==> src/rtl/core/rss_pkg.sv <==
package rss_pkg;

   // field and accumulator widths
   localparam int SAMPLE_W    = 24;
   localparam int TALLY_W     = 17;
   localparam int SUM_W       = 40;
   localparam int SQ_W        = 63;
   localparam int SQR_W       = 2 * SAMPLE_W;
   localparam int PROD_W      = 80;
   localparam int DVSR_W      = 32;
   localparam int SPREAD_W    = 49;
   localparam int STATUS_W    = 2;
   localparam int REQ_DATA_W  = 24;
   localparam int RSP_FIELD_W = TALLY_W + SUM_W + 3 * SAMPLE_W + SPREAD_W;
   localparam int RSP_DATA_W  = ((RSP_FIELD_W + 7) / 8) * 8;

   // iteration counts of the shift-add multiplier and restoring divider
   localparam int MUL_STEPS  = SUM_W;
   localparam int DIV_STEPS  = PROD_W;
   localparam int STEP_CNT_W = $clog2(DIV_STEPS);

   // parameter defaults
   localparam int DEF_MAX_SAMPLES = 65536;
   localparam int DEF_SAMPLE_BITS = 24;

   typedef enum logic [STATUS_W-1:0] {
      STAT_OK        = 2'd0,
      STAT_EMPTY     = 2'd1,
      STAT_SATURATED = 2'd2
   } status_type;

   typedef enum logic [3:0] {
      ST_ACCUM,
      ST_LOAD_A,
      ST_MUL_A,
      ST_LOAD_B,
      ST_MUL_B,
      ST_LOAD_V,
      ST_DIV_V,
      ST_LOAD_M,
      ST_DIV_M,
      ST_DONE
   } state_type;

   // controller -> datapath
   typedef struct packed {
      logic load_stage;
      logic accum_en;
      logic mul_load_sq;
      logic mul_load_sum;
      logic mul_step;
      logic div_load_var;
      logic div_load_avg;
      logic div_step;
      logic emit;
   } cmd_type;

   // datapath -> controller
   typedef struct packed {
      logic stage_valid;
      logic stage_last;
   } stat_type;

endpackage

==> src/rtl/core/running_sample_statistics_top.sv <==
// Running statistics over a stream of signed Q8.16 samples.
// Input channel (req_): tdata holds the sample, tuser flags it numeric (a
// non-numeric sample is skipped), tlast closes the data set.
// Result channel (rsp_): one transaction per data set, sent after the item
// with tlast; tuser carries the status (ok, empty, saturated), tdata the
// count, sum, mean, minimum, maximum and sample variance.
// Throughput: one sample per cycle while a data set runs.
// The result is set by the 40-step shift-add multiplier run twice (n*sumsq
// and sum^2) and the 80-step restoring divider run twice (variance, mean).
// req_tready is low from the tlast transaction until the result has been
// loaded into the output register; the next data set may start while that
// result still waits. If the receiver stalls with a result pending, a second
// finished data set holds in the final state until the register frees up.
// Once MAX_SAMPLES numeric samples are counted, further ones are dropped and
// the result reports the saturated status.
// Reset clears all accumulators and the pending result; no clearing pass.
module running_sample_statistics_top
   import rss_pkg::*;
#(
   parameter int MAX_SAMPLES = DEF_MAX_SAMPLES,
   parameter int SAMPLE_BITS = DEF_SAMPLE_BITS
) (
   input  logic                  clock,
   input  logic                  reset,
   input  logic                  req_tvalid,
   output logic                  req_tready,
   input  logic [REQ_DATA_W-1:0] req_tdata,  // [23:0] sample
   input  logic                  req_tuser,  // [0] is_numeric
   input  logic                  req_tlast,
   output logic                  rsp_tvalid,
   input  logic                  rsp_tready,
   // [16:0] sample_total, [56:17] running_sum, [80:57] average,
   // [104:81] smallest, [128:105] largest, [177:129] spread, rest zero
   output logic [RSP_DATA_W-1:0] rsp_tdata,
   output logic [STATUS_W-1:0]   rsp_tuser   // [1:0] status
);

   cmd_type  cmd;
   stat_type stat;

   rss_ctrl u_ctrl (
      .clock      (clock),
      .reset      (reset),
      .req_tvalid (req_tvalid),
      .req_tready (req_tready),
      .rsp_tvalid (rsp_tvalid),
      .rsp_tready (rsp_tready),
      .stat       (stat),
      .cmd        (cmd)
   );

   rss_datapath #(
      .MAX_SAMPLES (MAX_SAMPLES),
      .SAMPLE_BITS (SAMPLE_BITS)
   ) u_datapath (
      .clock     (clock),
      .reset     (reset),
      .req_tdata (req_tdata),
      .req_tuser (req_tuser),
      .req_tlast (req_tlast),
      .cmd       (cmd),
      .stat      (stat),
      .rsp_tdata (rsp_tdata),
      .rsp_tuser (rsp_tuser)
   );

endmodule

==> src/rtl/core/rss_datapath.sv <==
module rss_datapath
   import rss_pkg::*;
#(
   parameter int MAX_SAMPLES = DEF_MAX_SAMPLES,
   parameter int SAMPLE_BITS = DEF_SAMPLE_BITS
) (
   input  logic                  clock,
   input  logic                  reset,
   input  logic [REQ_DATA_W-1:0] req_tdata,
   input  logic                  req_tuser,
   input  logic                  req_tlast,
   input  cmd_type               cmd,
   output stat_type              stat,
   output logic [RSP_DATA_W-1:0] rsp_tdata,
   output logic [STATUS_W-1:0]   rsp_tuser
);

   localparam int EXT_SHIFT = SAMPLE_W - SAMPLE_BITS;

   // input stage
   logic                       stage_valid_ff;
   logic                       stage_last_ff;
   logic                       stage_num_ff;
   logic signed [SAMPLE_W-1:0] stage_s_ff;
   logic [SQR_W-1:0]           stage_sq_ff;

   // accumulators
   logic [TALLY_W-1:0]         tally_ff;
   logic signed [SUM_W-1:0]    sum_ff;
   logic [SQ_W-1:0]            sumsq_ff;
   logic signed [SAMPLE_W-1:0] low_ff;
   logic signed [SAMPLE_W-1:0] high_ff;
   logic                       drop_ff;

   // multiplier and divider
   logic [PROD_W-1:0]   mcand_ff;
   logic [SUM_W-1:0]    mplier_ff;
   logic [PROD_W-1:0]   prod_ff;
   logic [PROD_W-1:0]   numa_ff;
   logic [DVSR_W-1:0]   rem_ff;
   logic [PROD_W-1:0]   quo_ff;
   logic [DVSR_W-1:0]   dvsr_ff;
   logic [SPREAD_W-1:0] var_ff;

   // output register
   logic [RSP_DATA_W-1:0] rsp_data_ff;
   logic [STATUS_W-1:0]   rsp_stat_ff;

   logic signed [SAMPLE_W-1:0] shl_s;
   logic signed [SAMPLE_W-1:0] ext_s;
   logic [SAMPLE_W-1:0]        ext_mag;
   logic [SQR_W-1:0]           ext_sq;
   logic                       full;
   logic [SUM_W-1:0]           sum_mag;
   logic [PROD_W-1:0]          var_num;
   logic [2*TALLY_W-1:0]       pair_cnt;
   logic [DVSR_W:0]            div_trial;
   logic [DVSR_W:0]            div_diff;
   logic                       div_ge;
   logic [SUM_W-1:0]           avg_full;
   logic                       empty;
   logic [STATUS_W-1:0]        rsp_stat_in;
   logic [RSP_DATA_W-1:0]      rsp_data_in;
   logic [SPREAD_W-1:0]        spread_out;

   // sign extension from SAMPLE_BITS and square of the magnitude
   assign shl_s   = req_tdata[SAMPLE_W-1:0] << EXT_SHIFT;
   assign ext_s   = shl_s >>> EXT_SHIFT;
   assign ext_mag = ext_s[SAMPLE_W-1] ? (~ext_s + 1'b1) : ext_s;
   assign ext_sq  = ext_mag * ext_mag;

   assign stat.stage_valid = stage_valid_ff;
   assign stat.stage_last  = stage_last_ff;

   always_ff @(posedge clock) begin
      if (reset) begin
         stage_valid_ff <= 1'b0;
      end else if (cmd.load_stage) begin
         stage_valid_ff <= 1'b1;
      end else if (cmd.accum_en) begin
         stage_valid_ff <= 1'b0;
      end
   end

   always_ff @(posedge clock) begin
      if (cmd.load_stage) begin
         stage_last_ff <= req_tlast;
         stage_num_ff  <= req_tuser;
         stage_s_ff    <= ext_s;
         stage_sq_ff   <= ext_sq;
      end
   end

   // accumulation, one sample per cycle while the controller is in its accumulate state
   assign full = (tally_ff >= TALLY_W'(MAX_SAMPLES));

   always_ff @(posedge clock) begin
      if (reset || cmd.emit) begin
         tally_ff <= '0;
         sum_ff   <= '0;
         sumsq_ff <= '0;
         low_ff   <= '0;
         high_ff  <= '0;
         drop_ff  <= 1'b0;
      end else if (cmd.accum_en && stage_valid_ff && stage_num_ff) begin
         if (full) begin
            drop_ff <= 1'b1;
         end else begin
            tally_ff <= tally_ff + 1'b1;
            sum_ff   <= sum_ff + SUM_W'(stage_s_ff);
            sumsq_ff <= sumsq_ff + SQ_W'(stage_sq_ff);
            if (tally_ff == '0 || stage_s_ff < low_ff) begin
               low_ff <= stage_s_ff;
            end
            if (tally_ff == '0 || stage_s_ff > high_ff) begin
               high_ff <= stage_s_ff;
            end
         end
      end
   end

   // operands for the final pass
   assign sum_mag  = sum_ff[SUM_W-1] ? (~sum_ff + 1'b1) : sum_ff;
   assign var_num  = (numa_ff >= prod_ff) ? (numa_ff - prod_ff) : '0;
   assign pair_cnt = tally_ff * (tally_ff - 1'b1);

   // shift-add multiplier: n*sumsq, then |sum|^2
   always_ff @(posedge clock) begin
      priority if (cmd.mul_load_sq) begin
         mcand_ff  <= PROD_W'(sumsq_ff);
         mplier_ff <= SUM_W'(tally_ff);
         prod_ff   <= '0;
      end else if (cmd.mul_load_sum) begin
         numa_ff   <= prod_ff;
         mcand_ff  <= PROD_W'(sum_mag);
         mplier_ff <= sum_mag;
         prod_ff   <= '0;
      end else if (cmd.mul_step) begin
         if (mplier_ff[0]) begin
            prod_ff <= prod_ff + mcand_ff;
         end
         mcand_ff  <= {mcand_ff[PROD_W-2:0], 1'b0};
         mplier_ff <= {1'b0, mplier_ff[SUM_W-1:1]};
      end else begin
         mcand_ff <= mcand_ff;
      end
   end

   // restoring divider, one quotient bit per cycle
   assign div_trial = {rem_ff, quo_ff[PROD_W-1]};
   assign div_ge    = (div_trial >= {1'b0, dvsr_ff});
   assign div_diff  = div_trial - {1'b0, dvsr_ff};

   always_ff @(posedge clock) begin
      priority if (cmd.div_load_var) begin
         quo_ff  <= var_num;
         rem_ff  <= '0;
         dvsr_ff <= pair_cnt[DVSR_W-1:0];
      end else if (cmd.div_load_avg) begin
         var_ff  <= quo_ff[SPREAD_W-1:0];
         quo_ff  <= PROD_W'(sum_mag);
         rem_ff  <= '0;
         dvsr_ff <= DVSR_W'(tally_ff);
      end else if (cmd.div_step) begin
         rem_ff <= div_ge ? div_diff[DVSR_W-1:0] : div_trial[DVSR_W-1:0];
         quo_ff <= {quo_ff[PROD_W-2:0], div_ge};
      end else begin
         rem_ff <= rem_ff;
      end
   end

   // result assembly
   assign empty      = (tally_ff == '0);
   assign avg_full   = sum_ff[SUM_W-1] ? (~quo_ff[SUM_W-1:0] + 1'b1) : quo_ff[SUM_W-1:0];
   assign spread_out = (tally_ff <= TALLY_W'(1)) ? '0 : var_ff;

   always_comb begin
      rsp_data_in = '0;
      priority if (empty) begin
         rsp_stat_in = STAT_EMPTY;
      end else begin
         rsp_stat_in = drop_ff ? STAT_SATURATED : STAT_OK;
         rsp_data_in = RSP_DATA_W'({spread_out, high_ff, low_ff,
                                    avg_full[SAMPLE_W-1:0], sum_ff, tally_ff});
      end
   end

   always_ff @(posedge clock) begin
      if (cmd.emit) begin
         rsp_data_ff <= rsp_data_in;
         rsp_stat_ff <= rsp_stat_in;
      end
   end

   assign rsp_tdata = rsp_data_ff;
   assign rsp_tuser = rsp_stat_ff;

endmodule

==> src/rtl/core/rss_ctrl.sv <==
module rss_ctrl
   import rss_pkg::*;
(
   input  logic     clock,
   input  logic     reset,
   input  logic     req_tvalid,
   output logic     req_tready,
   output logic     rsp_tvalid,
   input  logic     rsp_tready,
   input  stat_type stat,
   output cmd_type  cmd
);

   state_type             state_ff;
   state_type             state_in;
   logic [STEP_CNT_W-1:0] cnt_ff;
   logic [STEP_CNT_W-1:0] cnt_in;
   logic                  rsp_valid_ff;
   logic                  rsp_valid_in;
   logic                  out_free;
   logic                  mul_end;
   logic                  div_end;

   assign out_free = !rsp_valid_ff || rsp_tready;
   assign mul_end  = (cnt_ff == STEP_CNT_W'(MUL_STEPS - 1));
   assign div_end  = (cnt_ff == STEP_CNT_W'(DIV_STEPS - 1));

   // next state
   always_comb begin
      state_in = state_ff;
      unique case (state_ff)
         ST_ACCUM: begin
            if (stat.stage_valid && stat.stage_last) begin
               state_in = ST_LOAD_A;
            end
         end
         ST_LOAD_A: state_in = ST_MUL_A;
         ST_MUL_A: begin
            if (mul_end) begin
               state_in = ST_LOAD_B;
            end
         end
         ST_LOAD_B: state_in = ST_MUL_B;
         ST_MUL_B: begin
            if (mul_end) begin
               state_in = ST_LOAD_V;
            end
         end
         ST_LOAD_V: state_in = ST_DIV_V;
         ST_DIV_V: begin
            if (div_end) begin
               state_in = ST_LOAD_M;
            end
         end
         ST_LOAD_M: state_in = ST_DIV_M;
         ST_DIV_M: begin
            if (div_end) begin
               state_in = ST_DONE;
            end
         end
         ST_DONE: begin
            if (out_free) begin
               state_in = ST_ACCUM;
            end
         end
         default: state_in = ST_ACCUM;
      endcase
   end

   // step counter for multiply and divide iterations
   always_comb begin
      unique case (state_ff)
         ST_MUL_A, ST_MUL_B, ST_DIV_V, ST_DIV_M: cnt_in = cnt_ff + 1'b1;
         default:                                cnt_in = '0;
      endcase
   end

   // outputs
   always_comb begin
      cmd        = '0;
      req_tready = 1'b0;
      unique case (state_ff)
         ST_ACCUM: begin
            req_tready   = !(stat.stage_valid && stat.stage_last);
            cmd.accum_en = 1'b1;
         end
         ST_LOAD_A: cmd.mul_load_sq  = 1'b1;
         ST_LOAD_B: cmd.mul_load_sum = 1'b1;
         ST_MUL_A, ST_MUL_B: cmd.mul_step = 1'b1;
         ST_LOAD_V: cmd.div_load_var = 1'b1;
         ST_LOAD_M: cmd.div_load_avg = 1'b1;
         ST_DIV_V, ST_DIV_M: cmd.div_step = 1'b1;
         ST_DONE: cmd.emit = out_free;
         default: cmd = '0;
      endcase
      cmd.load_stage = req_tvalid && req_tready;
   end

   // result valid flag
   always_comb begin
      priority if (cmd.emit) begin
         rsp_valid_in = 1'b1;
      end else if (rsp_tready) begin
         rsp_valid_in = 1'b0;
      end else begin
         rsp_valid_in = rsp_valid_ff;
      end
   end

   always_ff @(posedge clock) begin
      if (reset) begin
         state_ff     <= ST_ACCUM;
         cnt_ff       <= '0;
         rsp_valid_ff <= 1'b0;
      end else begin
         state_ff     <= state_in;
         cnt_ff       <= cnt_in;
         rsp_valid_ff <= rsp_valid_in;
      end
   end

   assign rsp_tvalid = rsp_valid_ff;

endmodule

==> config.mk <==
export PLATFORM = sky130hd
export DESIGN_NAME = running_sample_statistics_top
export DESIGN_NICKNAME = d
export VERILOG_FILES = /design/src/rtl/core/rss_pkg.sv /design/src/rtl/core/running_sample_statistics_top.sv /design/src/rtl/core/rss_datapath.sv /design/src/rtl/core/rss_ctrl.sv
export SDC_FILE = /design/constraint.sdc
export NUM_CORES = 2
export LEC_CHECK = 0
export ABC_AREA = 1
export ABC_CLOCK_PERIOD_IN_PS = 12800
export BUFFER_PORTS_ARGS = -buffer_cell sky130_fd_sc_hd__buf_2
export CAP_MARGIN = 20
export CORE_ASPECT_RATIO = 0.8
export CORE_UTILIZATION = 40
export CTS_BUF_LIST = sky130_fd_sc_hd__clkbuf_4 sky130_fd_sc_hd__clkbuf_8
export DETAILED_ROUTE_END_ITERATION = 8
export RECOVER_POWER = 100
export SLEW_MARGIN = 0
export SYNTH_ARGS = -nofsm -noshare
export SYNTH_HDL_FRONTEND = slang
export SYNTH_SLANG_ARGS = --single-unit
==> constraint.sdc <==
create_clock -name clock -period 12.8 [get_ports clock]
set_clock_uncertainty 0.15 [all_clocks]
set_input_delay 0.64 -clock clock [delete_from_list [all_inputs] [get_ports clock]]
set_output_delay 0.64 -clock clock [all_outputs]
set_load 0.005 [all_outputs]
==> summary.txt <==
CP arrival -> 11.21 ns
Post-Synthesis Cells -> 12080
Height of the die -> 422.2 µm
Pin count of the biggest net entering global routing -> 104
Main synth FF type -> edfxtp_1
Multi-input logic area -> 53500 µm²
RSZ-0062 raised after global routing -> no
Final WL -> 324600 µm
Setup TNS -> 0 ns
First-pass GRT wire length -> 479300 µm
Total global-route track usage -> 28.60%
Worst Setup Path Type -> in2reg
CTS sink cnt -> 907
Detailed-route via count -> 79470
Commonest non-fill, non-tap cell in the layout -> nand2_1
Most frequent cells in the layout -> nand2_1, inv_1, nor2_1
Max Slew Vio Count -> 1382
# fillers -> 22860
Crit path largest cell delay -> 1.03 ns
CP endpoint kind -> flop
Share of cells above drive strength 1 -> 4.004%
Fin. Hold Viols -> 0
Ys async rst share -> 0%
Clk root buf -> clkbuf_8
Die W -> 527.2 µm
Final ANT Viol Nets -> 0
Critical Path Fanout Max -> 22
Minimum clock period -> 10.72 ns
Fin crit share -> 83.73%
Fmax -> 93.31 MHz
Crit path buf inv count -> 9
Post-detailed-route wirelength per cell -> 21.17 µm
Unique masters post-synth -> 63
Final setup violation count -> 0
Via/cell ratio -> 5.182
IO Count -> 218
CP startpoint kind -> input port
CTS tree -> yes
Mapped Area -> 88270 µm²
Layout area overhead -> 9.023%
Number of synthesized flops with an enable pin -> 573
Seq/Total Area, Yosys -> 27.07%
FF+latch area -> 23890 µm²
DRC -> 0
Clk_lat worst skew -> 0.96 ns
CORE AREA -> 218200 µm²
Worst Tran Pin Value -> 4.240 ns
Initial DRC Count -> 8121
Worst EP required -> 13.29 ns
Syn avg cell area -> 7.307 µm²
Nets@finish -> 13670
Status -> finished, violations left
Total overflow reported by the global router -> 0
DRT Pass-1 Iters -> 8
Die area -> 222600 µm²
Failing checks -> max-capacitance violations, max-slew violations
Worst path most repeated cell -> fa_1
Final Wtd Congestion -> 1.057
Initial Utilization -> 40.45%
HPWL Detailed -> 266000 µm
Worst path slowest cell -> clkinv_1
Initial antenna violation count -> 10
Slew HR -> -182.7%
Reg clk slew, reported paths -> 0.06 ns
Site Rows -> 153
Setup bufs post-CTS -> 0
Deepest clock path buffer count -> 4
Cts bufs inserted -> 172
CP top delay family -> adder cells
I/O Buffers -> 211
H-tree Lvls -> 4
Synthesized flop and latch total -> 907
Number of global-route vias before repair -> 73910
Max_cap viols -> 29
Yosys warnings -> 0
HP Class -> reg2reg
-- Yosys cell counts, drive strengths merged (2+ instances only) --
cell	count	area share, %
o21bai	71	0.61
o31ai	5	0.043
inv	2611	11
dfxtp	334	7.6
o21ai	565	3.2
a21boi	15	0.13
a22oi	29	0.25
conb	2	0.0085
and2	8	0.057
fa	715	16
o221ai	12	0.12
clkbuf	189	0.80
a22o	8	0.079
nand2	2948	13
xor2	170	1.7
nand3b	27	0.23
a21oi	741	4.2
nand3	511	2.9
o22ai	5	0.035
o41ai	2	0.028
nor3b	5	0.043
ha	585	8.3
nor3	107	0.65
clkinv	19	0.082
and3	7	0.050
a21o	36	0.31
a211oi	3	0.026
a31oi	50	0.35
or3	2	0.014
buf	98	0.59
nor2	1309	5.6
or2	28	0.20
xnor2	77	0.76
nand4	125	0.91
o211ai	40	0.34
o21a	17	0.14
nor4	29	0.22
edfxtp	573	19
-- kinds of logic (layout without fill, tap and decap cells) --
| family | count (synthesis) | count (layout) | share of synthesized area (%) |
|---|---|---|---|
| compound gates | 1601 | 1601 | 9.898 |
| other cells | 2 | 61 | 0.008508 |
| fa+ha+maj | 1300 | 1300 | 24.51 |
| buf+inv | 2917 | 3244 | 12.58 |
| xor+xnor | 247 | 247 | 2.451 |
| flops | 907 | 907 | 27.07 |
| simple gates | 5107 | 5107 | 23.49 |
-- routing by layer --
metal	vias up	share of wire [%]	global-route usage, %
li1	38100	-	-
met1	37970	47	43.81
met2	3047	41	40.93
met3	349	8.5	4.767
met4	0	2.8	7.703
met5	-	0	0
-- per-stage QoR --
step / cells / utilization [%] / hold slack (ns) / area (µm²) / setup WS, ns
2_1_floorplan: 12140 / - / 0.2676 / 88480 / 3.056
3_3_place_gp: 15000 / 42.40 / 0.2879 / 92540 / 2.591
3_5_place_dp: 15000 / 42.40 / 0.2886 / 92540 / 2.484
4_1_cts: 15330 / 44.26 / 0.02494 / 96590 / 2.846
5_1_grt: 15330 / 44.10 / 0.3148 / 96240 / 1.541
6_report: 15330 / 44.10 / 0.2959 / 96240 / 2.083
-- sequential cells by signal, indices dropped and copies added, names as in the netlist, 23 cells and up --
signal	cells
u_datapath.stage_sq_ff	47
u_datapath.rem_ff	32
u_datapath.dvsr_ff	32
u_datapath.rsp_tdata	178
u_datapath.stage_s_ff	23
u_datapath.low_ff	24
u_datapath.quo_ff	80
u_datapath.mcand_ff	80
u_datapath.high_ff	24
u_datapath.mplier_ff	40
u_datapath.numa_ff	80
u_datapath.sumsq_ff	63
u_datapath.sum_ff	40
u_datapath.prod_ff	80
u_datapath.var_ff	49
-- final timing paths --
path	start	to	slack [ns]	cells after the start
worst max-delay path	req_tdata[0]	u_datapath.stage_sq_ff[37]	2.08	33
worst min-delay path	u_ctrl.cnt_ff[0]	u_ctrl.cnt_ff[0]	0.30	1
worst max register to register	u_datapath.tally_ff[3]	u_datapath.dvsr_ff[29]	3.39	29
worst min register to register	u_ctrl.cnt_ff[0]	u_ctrl.cnt_ff[0]	0.30	1
-- layout make-up --
type | count | area share [%]
Multi-Input combinational cell | 8313 | 55.59
Sequential cell | 907 | 24.83
Inverter | 2630 | 10.26
Tap cell | 2867 | 3.727
Clock buffer | 231 | 3.044
Timing Repair Buffer | 311 | 1.667
Clock inverter | 72 | 0.8776
Antenna cell | 3 | 0.007801
-- what timing repair did --
action,CTS,global route
hold buffers,28,0
hold endpoints to repair,32,0
resized for setup,0,0
Power is not shown: default switching activity piles up to over one toggle a cycle in this logic, so the estimate is an artifact.
